File: config.mk
export PLATFORM = sky130hd
export DESIGN_NAME = accumulator_cpu_execute
export DESIGN_NICKNAME = d
export VERILOG_FILES = /design/src/sv/accexe_pkg.sv /design/src/sv/accexe_ctrl.sv /design/src/sv/accexe_dp.sv /design/src/sv/accumulator_cpu_execute.sv
export VERILOG_INCLUDE_DIRS = /design/src /design/src/sv
export SDC_FILE = /design/constraint.sdc
export NUM_CORES = 2
export LEC_CHECK = 0
export BUFFER_PORTS_ARGS = -buffer_cell sky130_fd_sc_hd__buf_2
export CORE_AREA = 3 3 388 428
export DETAILED_ROUTE_END_ITERATION = 8
export DIE_AREA = 0 0 391 431
export PLACE_DENSITY = 0.75
export SKIP_CTS_REPAIR_TIMING = 1
export SLEW_MARGIN = 20
export SYNTH_ARGS = -nofsm -noshare
export SYNTH_HDL_FRONTEND = slang
export SYNTH_SLANG_ARGS = --single-unit
export TNS_END_PERCENT = 50
File: constraint.sdc
create_clock -name clock -period 10.37 [get_ports clock]
set_input_delay 0.5185 -clock clock [delete_from_list [all_inputs] [get_ports clock]]
set_output_delay 0.5185 -clock clock [all_outputs]
set_load 0.05 [all_outputs]
File: src/sv/accumulator_cpu_execute_macros.svh
// ----------------------------------------------------------------------------
// accumulator_cpu_execute_macros
// assertion macros shared by the accumulator cpu execute block
// ----------------------------------------------------------------------------
`ifndef ACCUMULATOR_CPU_EXECUTE_MACROS_SVH
`define ACCUMULATOR_CPU_EXECUTE_MACROS_SVH

`ifndef SYNTHESIS
`define ACE_ASSERT_SAME(lbl, clk, rst, ante, cons) \
   lbl: assert property (@(posedge clk) disable iff (rst) (ante) |-> (cons)) \
      else $error("assertion failed");
`define ACE_ASSERT_NEXT(lbl, clk, rst, ante, cons) \
   lbl: assert property (@(posedge clk) disable iff (rst) (ante) |=> (cons)) \
      else $error("assertion failed");
`else
`define ACE_ASSERT_SAME(lbl, clk, rst, ante, cons)
`define ACE_ASSERT_NEXT(lbl, clk, rst, ante, cons)
`endif

`endif

File: src/sv/accexe_pkg.sv
// ----------------------------------------------------------------------------
// accexe_pkg
// types and constants of the accumulator cpu execute block
// ----------------------------------------------------------------------------
package accexe_pkg;

   localparam int DEF_RAM_DEPTH = 256;
   localparam int DEF_REG_COUNT = 6;

   localparam logic [7:0] OP_AND  = 8'h01;
   localparam logic [7:0] OP_LDA  = 8'h02;
   localparam logic [7:0] OP_LDR  = 8'h03;
   localparam logic [7:0] OP_LDI  = 8'h04;
   localparam logic [7:0] OP_STA  = 8'h05;
   localparam logic [7:0] OP_STR  = 8'h06;
   localparam logic [7:0] OP_OR   = 8'h07;
   localparam logic [7:0] OP_XOR  = 8'h08;
   localparam logic [7:0] OP_SUB  = 8'h09;
   localparam logic [7:0] OP_ADD  = 8'h0A;
   localparam logic [7:0] OP_DIV  = 8'h0B;
   localparam logic [7:0] OP_MUL  = 8'h0C;
   localparam logic [7:0] OP_NOP  = 8'h0D;
   localparam logic [7:0] OP_NOT  = 8'h0E;
   localparam logic [7:0] OP_JMPR = 8'h0F;
   localparam logic [7:0] OP_JMP  = 8'h10;
   localparam logic [7:0] OP_RST  = 8'h11;
   localparam logic [7:0] OP_BEQ  = 8'h12;
   localparam logic [7:0] OP_BNE  = 8'h13;
   localparam logic [7:0] OP_BC   = 8'h14;
   localparam logic [7:0] OP_BNC  = 8'h15;
   localparam logic [7:0] OP_BGT  = 8'h16;
   localparam logic [7:0] OP_BLT  = 8'h17;
   localparam logic [7:0] OP_SEC  = 8'h18;
   localparam logic [7:0] OP_CLC  = 8'h19;

   localparam logic [1:0] ST_OK      = 2'd0;
   localparam logic [1:0] ST_BADREG  = 2'd1;
   localparam logic [1:0] ST_DIVZERO = 2'd2;
   localparam logic [1:0] ST_UNKNOWN = 2'd3;

   localparam int DIV_STEPS = 8;

   typedef struct packed {
      logic [7:0] action;
      logic [7:0] operand_first;
      logic [7:0] operand_second;
   } req_type;

   typedef struct packed {
      logic [7:0] next_pc;
      logic [7:0] acc_value;
      logic       carry_flag;
      logic [1:0] status;
   } rsp_type;

   typedef struct packed {
      logic load;
      logic fetch;
      logic div_step;
      logic clear;
      logic commit;
   } ctrl_cmd_type;

   typedef struct packed {
      logic need_div;
      logic is_rst;
      logic clear_done;
   } dp_stat_type;

endpackage

File: src/sv/accexe_ctrl.sv
// ----------------------------------------------------------------------------
// accexe_ctrl
// sequencing state machine of the accumulator cpu execute block
// ----------------------------------------------------------------------------
module accexe_ctrl
   import accexe_pkg::*;
(
   input  logic         clock,
   input  logic         reset,
   input  logic         req_valid,
   output logic         req_ready,
   output logic         rsp_valid,
   input  logic         rsp_ready,
   input  dp_stat_type  stat,
   output ctrl_cmd_type cmd
);

   typedef enum logic [2:0] {
      S_INIT, S_IDLE, S_FETCH, S_DIV, S_CLEAR, S_COMMIT, S_RESP
   } state_type;

   localparam int CW = $clog2(DIV_STEPS);

   state_type      state_ff, state_in;
   logic [CW-1:0]  cnt_ff, cnt_in;
   logic           req_ready_ff, req_ready_in;
   logic           rsp_valid_ff, rsp_valid_in;

   always_comb begin
      state_in     = state_ff;
      cnt_in       = cnt_ff;
      cmd          = '0;
      case (state_ff)
         S_INIT: begin
            cmd.clear = 1'b1;
            if (stat.clear_done) begin
               state_in = S_IDLE;
            end
         end
         S_IDLE: begin
            if (req_valid) begin
               cmd.load = 1'b1;
               state_in = S_FETCH;
            end
         end
         S_FETCH: begin
            cmd.fetch = 1'b1;
            cnt_in    = '0;
            if (stat.is_rst) begin
               state_in = S_CLEAR;
            end else begin
               state_in = stat.need_div ? S_DIV : S_COMMIT;
            end
         end
         S_DIV: begin
            cmd.div_step = 1'b1;
            cnt_in       = cnt_ff + 1'b1;
            if (cnt_ff == CW'(DIV_STEPS - 1)) begin
               state_in = S_COMMIT;
            end
         end
         S_CLEAR: begin
            cmd.clear = 1'b1;
            if (stat.clear_done) begin
               state_in = S_COMMIT;
            end
         end
         S_COMMIT: begin
            cmd.commit = 1'b1;
            state_in   = S_RESP;
         end
         S_RESP: begin
            if (rsp_ready) begin
               state_in = S_IDLE;
            end
         end
         default: begin
            state_in = S_IDLE;
         end
      endcase
      req_ready_in = (state_in == S_IDLE);
      rsp_valid_in = (state_in == S_RESP);
   end

   always_ff @(posedge clock) begin
      if (reset) begin
         state_ff     <= S_INIT;
         cnt_ff       <= '0;
         req_ready_ff <= 1'b0;
         rsp_valid_ff <= 1'b0;
      end else begin
         state_ff     <= state_in;
         cnt_ff       <= cnt_in;
         req_ready_ff <= req_ready_in;
         rsp_valid_ff <= rsp_valid_in;
      end
   end

   assign req_ready = req_ready_ff;
   assign rsp_valid = rsp_valid_ff;

endmodule

File: src/sv/accexe_dp.sv
// ----------------------------------------------------------------------------
// accexe_dp
// machine state, data ram, divider and result register
// ----------------------------------------------------------------------------
module accexe_dp
   import accexe_pkg::*;
#(
   parameter int RAM_DEPTH = DEF_RAM_DEPTH,
   parameter int REG_COUNT = DEF_REG_COUNT
) (
   input  logic         clock,
   input  logic         reset,
   input  req_type      req_data,
   input  ctrl_cmd_type cmd,
   output dp_stat_type  stat,
   output rsp_type      rsp_data
);

   localparam int AW = $clog2(RAM_DEPTH);
   localparam int RW = (REG_COUNT > 1) ? $clog2(REG_COUNT) : 1;

   logic [7:0]  op_ff, o1_ff, o2_ff;
   logic [7:0]  pc_ff, pc_in;
   logic [7:0]  acc_ff, acc_in;
   logic        carry_ff, carry_in;
   logic [7:0]  regs_ff [REG_COUNT];
   logic [7:0]  ram_mem [RAM_DEPTH];
   logic [7:0]  ram_q_ff;
   logic        ram_hit_ff;
   logic [AW-1:0] clr_addr_ff, clr_addr_in;
   logic [7:0]  rem_ff, quo_ff;
   rsp_type     rsp_ff;

   logic        reg_ok;
   logic [RW-1:0] ridx;
   logic [7:0]  rv;
   logic [7:0]  ram_rd;
   logic [7:0]  rd_addr;
   logic        rd_in_range;
   logic        clr_last;
   logic [8:0]  div_r;
   logic [8:0]  sum9;
   logic [15:0] prod;
   logic        uses_reg;
   logic [1:0]  st_in;
   logic        reg_we;
   logic [7:0]  reg_wd;
   logic        ram_we;
   logic [7:0]  ram_wa, ram_wd;
   logic        ram_wa_ok;
   logic        clr_all;

   assign reg_ok = (o1_ff < 8'(REG_COUNT));
   assign ridx   = o1_ff[RW-1:0];
   assign rv     = reg_ok ? regs_ff[ridx] : 8'd0;
   assign ram_rd = ram_hit_ff ? ram_q_ff : 8'd0;
   assign rd_addr     = (op_ff == OP_LDA) ? o1_ff : o2_ff;
   assign rd_in_range = ({1'b0, rd_addr} < 9'(RAM_DEPTH));
   assign clr_last    = (clr_addr_ff == AW'(RAM_DEPTH - 1));
   assign clr_addr_in = clr_last ? '0 : clr_addr_ff + 1'b1;
   assign div_r = {rem_ff, quo_ff[7]};
   assign sum9  = {1'b0, acc_ff} + {1'b0, rv};
   assign prod  = acc_ff * rv;
   assign stat.need_div   = (op_ff == OP_DIV) && (rv != 8'd0);
   assign stat.is_rst     = (op_ff == OP_RST);
   assign stat.clear_done = clr_last;

   always_comb begin
      uses_reg = 1'b0;
      case (op_ff)
         OP_AND, OP_LDR, OP_LDI, OP_STR, OP_OR, OP_XOR, OP_SUB, OP_ADD,
         OP_DIV, OP_MUL, OP_NOT, OP_JMPR, OP_BEQ, OP_BNE, OP_BGT,
         OP_BLT: uses_reg = 1'b1;
         default: uses_reg = 1'b0;
      endcase
   end

   always_comb begin
      pc_in    = pc_ff + 8'd2;
      acc_in   = acc_ff;
      carry_in = carry_ff;
      st_in    = (uses_reg && !reg_ok) ? ST_BADREG : ST_OK;
      reg_we   = 1'b0;
      reg_wd   = 8'd0;
      ram_we   = 1'b0;
      ram_wa   = o1_ff;
      ram_wd   = acc_ff;
      clr_all  = 1'b0;
      case (op_ff)
         OP_AND: acc_in = acc_ff & rv;
         OP_LDA: acc_in = ram_rd;
         OP_LDR: begin
            reg_we = 1'b1;
            reg_wd = ram_rd;
            pc_in  = pc_ff + 8'd3;
         end
         OP_LDI: begin
            reg_we = 1'b1;
            reg_wd = o2_ff;
            pc_in  = pc_ff + 8'd3;
         end
         OP_STA: ram_we = 1'b1;
         OP_STR: begin
            ram_we = 1'b1;
            ram_wa = o2_ff;
            ram_wd = rv;
            pc_in  = pc_ff + 8'd3;
         end
         OP_OR:  acc_in = acc_ff | rv;
         OP_XOR: acc_in = acc_ff ^ rv;
         OP_SUB: begin
            if (acc_ff < rv) begin
               carry_in = 1'b1;
            end
            acc_in = acc_ff - rv;
         end
         OP_ADD: begin
            if (sum9[8]) begin
               carry_in = 1'b1;
            end
            acc_in = sum9[7:0];
         end
         OP_DIV: begin
            if (rv == 8'd0) begin
               carry_in = 1'b1;
               st_in    = ST_DIVZERO;
            end else begin
               acc_in = quo_ff;
            end
         end
         OP_MUL: begin
            if (prod[15:8] != 8'd0) begin
               carry_in = 1'b1;
            end
            acc_in = prod[7:0];
         end
         OP_NOP: pc_in = pc_ff + 8'd1;
         OP_NOT: begin
            reg_we = 1'b1;
            reg_wd = ~rv;
         end
         OP_JMPR: pc_in = rv;
         OP_JMP:  pc_in = o1_ff;
         OP_RST: begin
            clr_all  = 1'b1;
            pc_in    = 8'd0;
            acc_in   = 8'd0;
            carry_in = 1'b0;
         end
         OP_BEQ: pc_in = (acc_ff == rv) ? o2_ff : pc_ff + 8'd3;
         OP_BNE: pc_in = (acc_ff != rv) ? o2_ff : pc_ff + 8'd3;
         OP_BGT: pc_in = (acc_ff > rv) ? o2_ff : pc_ff + 8'd3;
         OP_BLT: pc_in = (acc_ff < rv) ? o2_ff : pc_ff + 8'd3;
         OP_BC:  pc_in = carry_ff ? o1_ff : pc_ff + 8'd2;
         OP_BNC: pc_in = carry_ff ? pc_ff + 8'd2 : o1_ff;
         OP_SEC: begin
            carry_in = 1'b1;
            pc_in    = pc_ff + 8'd1;
         end
         OP_CLC: begin
            carry_in = 1'b0;
            pc_in    = pc_ff + 8'd1;
         end
         default: begin
            st_in = ST_UNKNOWN;
            pc_in = pc_ff + 8'd1;
         end
      endcase
   end

   assign ram_wa_ok = ({1'b0, ram_wa} < 9'(RAM_DEPTH));

   // transaction operands
   always_ff @(posedge clock) begin
      if (cmd.load) begin
         op_ff <= req_data.action;
         o1_ff <= req_data.operand_first;
         o2_ff <= req_data.operand_second;
      end
   end

   // architectural state
   always_ff @(posedge clock) begin
      if (reset) begin
         pc_ff    <= 8'd0;
         acc_ff   <= 8'd0;
         carry_ff <= 1'b0;
         for (int i = 0; i < REG_COUNT; i++) begin
            regs_ff[i] <= 8'd0;
         end
      end else if (cmd.commit) begin
         pc_ff    <= pc_in;
         acc_ff   <= acc_in;
         carry_ff <= carry_in;
         if (clr_all) begin
            for (int i = 0; i < REG_COUNT; i++) begin
               regs_ff[i] <= 8'd0;
            end
         end else if (reg_we && reg_ok) begin
            regs_ff[ridx] <= reg_wd;
         end
      end
   end

   // ram clearing pass, one entry per cycle
   always_ff @(posedge clock) begin
      if (reset) begin
         clr_addr_ff <= '0;
      end else if (cmd.clear) begin
         clr_addr_ff <= clr_addr_in;
      end
   end

   // data ram
   always_ff @(posedge clock) begin
      if (cmd.clear) begin
         ram_mem[clr_addr_ff] <= 8'd0;
      end else if (cmd.commit && ram_we && ram_wa_ok && !clr_all) begin
         ram_mem[ram_wa[AW-1:0]] <= ram_wd;
      end
      if (cmd.fetch) begin
         ram_q_ff   <= ram_mem[rd_addr[AW-1:0]];
         ram_hit_ff <= rd_in_range;
      end
   end

   // restoring divider, one quotient bit per cycle
   always_ff @(posedge clock) begin
      if (cmd.fetch) begin
         rem_ff <= 8'd0;
         quo_ff <= acc_ff;
      end else if (cmd.div_step) begin
         if (div_r >= {1'b0, rv}) begin
            rem_ff <= 8'(div_r - {1'b0, rv});
            quo_ff <= {quo_ff[6:0], 1'b1};
         end else begin
            rem_ff <= div_r[7:0];
            quo_ff <= {quo_ff[6:0], 1'b0};
         end
      end
   end

   // result register
   always_ff @(posedge clock) begin
      if (cmd.commit) begin
         rsp_ff.next_pc    <= pc_in;
         rsp_ff.acc_value  <= acc_in;
         rsp_ff.carry_flag <= carry_in;
         rsp_ff.status     <= st_in;
      end
   end

   assign rsp_data = rsp_ff;

endmodule

File: src/sv/accumulator_cpu_execute.sv
// ----------------------------------------------------------------------------
// accumulator_cpu_execute
// executes one instruction of an 8-bit accumulator machine per transaction
// ----------------------------------------------------------------------------
// channel  direction  handshake              payload
// req      in         req_valid / req_ready  req_data (action, operands)
// rsp      out        rsp_valid / rsp_ready  rsp_data (pc, acc, carry, status)
//
// one transaction at a time: rsp_valid rises after the fetch and commit states;
// a divide by a nonzero register runs the 8-step restoring divider in between
// a reset instruction adds the ram clearing pass before commit
// after reset the same clearing pass holds req_ready low until the ram is cleared
// synchronous reset clears pc, accumulator, registers and carry
// req_ready stays low until the pending response is taken
// ----------------------------------------------------------------------------
module accumulator_cpu_execute
   import accexe_pkg::*;
#(
   parameter int RAM_DEPTH = DEF_RAM_DEPTH,
   parameter int REG_COUNT = DEF_REG_COUNT
) (
   input  logic    clock,
   input  logic    reset,
   input  logic    req_valid,
   output logic    req_ready,
   input  req_type req_data,
   output logic    rsp_valid,
   input  logic    rsp_ready,
   output rsp_type rsp_data
);

`include "accumulator_cpu_execute_macros.svh"

   ctrl_cmd_type cmd;
   dp_stat_type  stat;

   accexe_ctrl u_ctrl (
      .clock     (clock),
      .reset     (reset),
      .req_valid (req_valid),
      .req_ready (req_ready),
      .rsp_valid (rsp_valid),
      .rsp_ready (rsp_ready),
      .stat      (stat),
      .cmd       (cmd)
   );

   accexe_dp #(
      .RAM_DEPTH (RAM_DEPTH),
      .REG_COUNT (REG_COUNT)
   ) u_dp (
      .clock    (clock),
      .reset    (reset),
      .req_data (req_data),
      .cmd      (cmd),
      .stat     (stat),
      .rsp_data (rsp_data)
   );

   `ACE_ASSERT_SAME(a_no_overlap, clock, reset, rsp_valid, !req_ready)
   `ACE_ASSERT_NEXT(a_accept_busy, clock, reset, req_valid && req_ready, !req_ready)
   `ACE_ASSERT_NEXT(a_rsp_release, clock, reset, rsp_valid && rsp_ready, req_ready && !rsp_valid)
   `ACE_ASSERT_NEXT(a_commit_resp, clock, reset, cmd.commit, rsp_valid)

endmodule

After elaboration in Yosys (flattened, before gate mapping)
Memories as Yosys holds them, arrays and structs flattened. A register that Yosys moved wholly into a read port is not among the register bits.
Cells that the tools add are included.

word-level totals
  bits in registers = 92
  bits in latches = 0
  memory bits (writable) = 2096
  memory bits (read-only) = 32
  input port bits = 28
  output and inout bits = 21
  memories = 3

memory list
  name             words  width  read ports  clocked after memory_dff  write ports  line             RTL
  u_dp.ram_mem     256    8      1           1                         1            accexe_dp.sv:27  logic [7:0] ram_mem [RAM_DEPTH];
  u_dp.regs_ff     6      8      1           1                         6            accexe_dp.sv:26  logic [7:0] regs_ff [REG_COUNT];
  (no name shown)  32     1      1           1                         0            accexe_dp.sv:70  case (op_ff)

cells by class
  add/sub/neg operators = 8
  multipliers = 1
  div/mod/pow operators = 0
  $lt $le $gt $ge = 4
  equal/unequal tests = 37
  shift-type cells = 0
  muxes and demuxes = 76
  bitwise operators = 10
  reduce and logical (&&, ||, !) cells = 23

operator list
  operator                                       number
  2-to-1 mux 8 bit                               24
  case mux 8 bit (11 select lines)               1
  == test 8 x 5 -> 1 bit, second input constant  10
  case mux 8 bit (9 select lines)                1
  == test 8 x 4 -> 1 bit, second input constant  8
  2-to-1 mux 1 bit                               34
  == test 8 x 3 -> 1 bit, second input constant  4
  2-to-1 mux 3 bit                               9
  case mux 8 bit (3 select lines)                1
  OR reduction 24 bit                            1
  case mux 3 bit (7 select lines)                1
  adder 8 x 1 -> 8 bit, second input constant    2
  adder 8 x 2 -> 8 bit, second input constant    2
  == test 8 x 2 -> 1 bit, second input constant  2
  multiplier 8 x 8 -> 16 bit                     1
  nonzero test 8 bit                             2
  OR reduction 8 bit                             2
  subtractor 8 bit                               2
  == test 3 bit, second input constant           5
  OR reduction 10 bit                            1
  adder 8 x 8 -> 9 bit                           1
  greater-or-equal comparator 9 x 8 -> 1 bit     1
  bitwise AND 8 bit                              1
  == test 8 x 1 -> 1 bit, second input constant  1
  25 further kinds                               42

Depth between registers and ports, before layout
  depth in word-level cells = 11
  depth in mapped cells = 26
  depth with buffers taken out = 23

Modules after synthesis
From an unflattened synthesis, not the netlist that was laid out.

unflattened totals
  cells, all modules = 5926
  area, all modules = 92147.1 um^2

by module, submodules not included
  module       times used  cells each  area an instance (um^2)  seq. area each (um^2)
  accexe_dp    1           5876        91704.2                  65933.2
  accexe_ctrl  1           50          442.9                    160.2

Worst setup path before layout
No wires, ideal clock.

  path type = register to register
  start point = register u_dp.op_ff[5]
  end point = memory u_dp.ram_mem[0][1], data pin
  library setup time = 1.579 ns
  arrival time = 8.585 ns
  slack = 0.206 ns
  cell stages (with the launch flop) = 8
  path buffers = 2
  period minus slack after synthesis = 10.164 ns
  cell sequence = edfxtp_1 -> nor4_2 -> buf_2 -> nand2_1 -> nor2_2 -> buf_4 -> nand2_1 -> a21oi_1

between the ends
  word-level cells in the longest chain between the ends = 10

ends and longest elaborated chain
  item                                    line              RTL
  start, declared                         accexe_dp.sv:22   logic [7:0] op_ff, o1_ff, o2_ff;
  start signal, assigned                  accexe_dp.sv:176  op_ff <= req_data.action;
  == test 8 x 3 -> 1 bit                  accexe_dp.sv:89   case (op_ff)
  OR reduction 2 bit (no source line)     n/a
  2-to-1 mux 1 bit                        accexe_dp.sv:89
  logical AND 1 bit (2 in series)         accexe_dp.sv:218  end else if (cmd.commit && ram_we && ram_wa_ok && !clr_all) begin
  2-to-1 mux 1 bit                        accexe_dp.sv:218
  2-to-1 mux 1 bit                        accexe_dp.sv:216  if (cmd.clear) begin
  2-to-1 mux 1 bit (not written as such)  accexe_dp.sv:219  ram_mem[ram_wa[AW-1:0]] <= ram_wd;
  OR reduction 8 bit (no source line)     n/a
  2-to-1 mux 8 bit (no source line) (*)   n/a
  end, declared                           accexe_dp.sv:27

Mark *: on every way between the ends. The rest lies on a longest branch, timed or not.

Worst setup path in the final report
  start point = register u_dp.o1_ff[3]
  end point = register u_dp.rsp_ff (netlist bit u_dp.rsp_data[2]), data pin

between the ends
  word-level cells in the longest chain between the ends = 6

ends and longest elaborated chain
  item                                     line              RTL
  start, declared                          accexe_dp.sv:22
  start signal, assigned                   accexe_dp.sv:177  o1_ff <= req_data.operand_first;
  less-than comparator 8 x 3 -> 1 bit (*)  accexe_dp.sv:53   assign reg_ok = (o1_ff < 8'(REG_COUNT));
  2-to-1 mux 8 bit (*)                     accexe_dp.sv:55   assign rv = reg_ok ? regs_ff[ridx] : 8'd0;
  multiplier 8 x 8 -> 16 bit               accexe_dp.sv:63   assign prod = acc_ff * rv;
  nonzero test 8 bit                       accexe_dp.sv:132  if (prod[15:8] != 8'd0) begin
  2-to-1 mux 1 bit                         accexe_dp.sv:132
  case mux 1 bit (6 select lines) (*)      accexe_dp.sv:89
  named net u_dp.carry_in                  accexe_dp.sv:25   logic carry_ff, carry_in;
  end, declared                            accexe_dp.sv:32   rsp_type rsp_ff;

Mark *: on every way through the listed nets, which the timed path passes. The rest lies on a longest branch.
A chain may end at the register's enable or synchronous reset.

==> impl_metrics.ini <==
[run_status]
outcome = completed

[power]
powerDensity_nw_per_um2 = 168
ir_drop_mv = 0.186
p_total_w = 0.0170
p_leak_nw = 33.6

[setup_path]
cp-end-kind = flip-flop
cp_common_cell = inv_1
worstPathRequired_ps = 10970
critical_path_arrival_ps = 7960
worstPathMaxFanout = 14
path_cells = nor3_1 -> nand2_1 -> a21oi_1 -> inv_1 -> nor2_1 -> fa_1 -> inv_1 -> fa_1 -> inv_1 -> fa_1 -> inv_1 -> fa_1 -> inv_1 -> ha_1 -> o21a_1 -> a2111oi_0 -> nor3_1 -> xnor2_1 -> nand2_1 -> or4_1 -> o31ai_1 -> nand2_1
slowest_stage = a21oi_1
worst-setup-path-type = reg2reg
start_kind = flip-flop
max_stage_delay_ps = 870

[cts]
h-tree-depth = 4
cts_buffer_depth = 3
cts_tree = yes
path_clk_slew_ps = 70
clk_latency_ps = 860
cts_made_buffers = 204
cts-root-buf = clkbuf_16
clock-sinks = 2216

[floorplanning]
initial_utilization = 0.568
die_x_um = 391
dieArea_um2 = 169000
num_rows = 155
ioPinCount = 49
fp.dieH_um = 431
fp.coreArea_um2 = 162000

[route]
first_iter_violations = 8059
post-route-drc-count = 0
routed_wl_um = 257000
num_vias = 57200
viasPerCell = 6.65
first_pass_iters = 7
ant_nets = 0
wire_per_inst_um = 29.9

[cells_and_area]
seq_area_um2 = 66100
fillers = 11500
most-common-layout-cells = edfxtp_1, mux2i_1, nand2_1
nets = 6445
multi_input_area_um2 = 24100
final_cells = 8601
layout-drive-gt1-share = 0.0834
final_common_cell = edfxtp_1
syn_to_final_growth_pct = 9.91

[sta]
holdWs_ps = 185
setup_viol_count_final = 0
fin_setup_tns_ps = 0
maxSlewViolCount = 0
worstMarginPinSlew_ps = 1270
max_freq_mhz = 136
hold_viol = 0
rsz0062_at_grt = no
fin_crit_ps = 7360
post-route-period-util = 0.710
max-slew-margin-rel = 0.152
setup_slack_ps = 3010
finClkSkew_ps = 48.0

[grt]
antenna_found_initial = 7
grt_max_degree = 221
grt_overflow = 0
grtUsageTotal = 0.302
grt_pass1_wl_um = 373000
grt_pass1_vias = 54800

[place]
dp.cells = 8191
place_ws_ps = 3030
gp_congestion = 0.951
dp_hpwl_um = 154000
portBuffers = 48

[yosys]
ys_types = 88
synthArstFlopShare = 0
synth_edf_count = 2171
syn_inst = 6259
yosysSeqAreaShare = 0.717
yosysWarnings = 0
ys_ff_latch = 2216
synthesis.area_um2 = 92100
synth_top_flop_cell = edfxtp_1
syn_avg_cell_area_um2 = 14.7

[min_path]
min_path_type = in2reg

[run]
drv_cap = 0
## area by class of cell
type                            count  area share
Antenna cell                       10    0.000247
Clock buffer                      254      0.0531
Clock inverter                    121     0.00938
Inverter                          106     0.00393
Multi-Input combinational cell   3577       0.238
Sequential cell                  2216       0.653
Tap cell                         2119      0.0262
Timing Repair Buffer              198      0.0168
## stage by stage
stage           util  cell area [µm²]
3_3_place_gp   0.584            94600
4_1_cts        0.623           101000
5_1_grt        0.624           101000
3_5_place_dp   0.584            94600
6_report       0.625           101000
2_1_floorplan      -            92200
## report_power, final
group | switching (W) | total [W] | internal [W]
Combinational | 0.0000659 | 0.0000886 | 0.0000227
Clock | 0.00324 | 0.00719 | 0.00395
Sequential | 0.00000633 | 0.00971 | 0.00970
## cells by family after synthesis
family                     share of synthesized area
DFF                                            0.717
muxes                                         0.0829
xor gates and xnor gates                     0.00371
adders and majority gates                     0.0187
AOI/OAI and AO/OA                             0.0764
buffers and inverters                         0.0256
other                                      0.0000407
and+or+nand+nor                               0.0754
## metal layers
layer | track usage | vias to the layer above | wire, µm
li1 | - | 24200 | -
met1 | 0.402 | 28400 | 92400
met2 | 0.466 | 3793 | 119000
met3 | 0.0689 | 724 | 29800
met4 | 0.163 | 2 | 15700
met5 | 0 | - | 11
## cell usage after synthesis (all sizes together) (87+ instances only)
master	instances	area [µm²]
edfxtp	2171	65200
mux2i	711	7120
nand2	710	2670
nor2	465	1760
o22ai	342	2140
buf	226	1400
a21oi	214	1070
clkbuf	149	561
nand3	136	693
inv	101	379
o21ai	93	469
a31oi	87	544
## critical path, delay by kind of cell (launching register included)
kind / cells / cell delay, ps
adder cells (fa/ha/maj): 5 / 1850
buffers and inverters: 5 / 710
XOR/XNOR: 1 / 180
flip-flops: 1 / 610
AO/OA/AOI/OAI: 4 / 1960
AND/OR/NAND/NOR: 7 / 1800
## state kept, by name (all words and copies together), names as in the netlist, named ones only
register,cells
u_dp.op_ff,8
u_ctrl.req_ready,1
u_dp.acc_ff,8
u_dp.rem_ff,8
u_dp.pc_ff,8
u_dp.o1_ff,8
u_ctrl.cnt_ff,3
u_dp.ram_q_ff,8
u_dp.clr_addr_ff,8
u_dp.quo_ff,8
u_dp.ram_mem,2048
u_dp.rsp_data,19
u_dp.carry_ff,1
u_ctrl.state_ff,3
u_dp.regs_ff,64
u_dp.o2_ff,8
u_ctrl.rsp_valid,1
## final timing paths
kind / startpoint / endpoint / slack, ps / depth (start not counted)
hold / removal: reset / u_ctrl.cnt_ff[0] / 180 / 3
setup / recovery: u_dp.o1_ff[3] / u_dp.rsp_data[2] / 3010 / 22
hold reg to reg: u_ctrl.cnt_ff[2] / u_ctrl.cnt_ff[2] / 460 / 2
setup reg to reg: u_dp.o1_ff[3] / u_dp.rsp_data[2] / 3010 / 22
No activity file was read; power rests on OpenSTA's default activity.
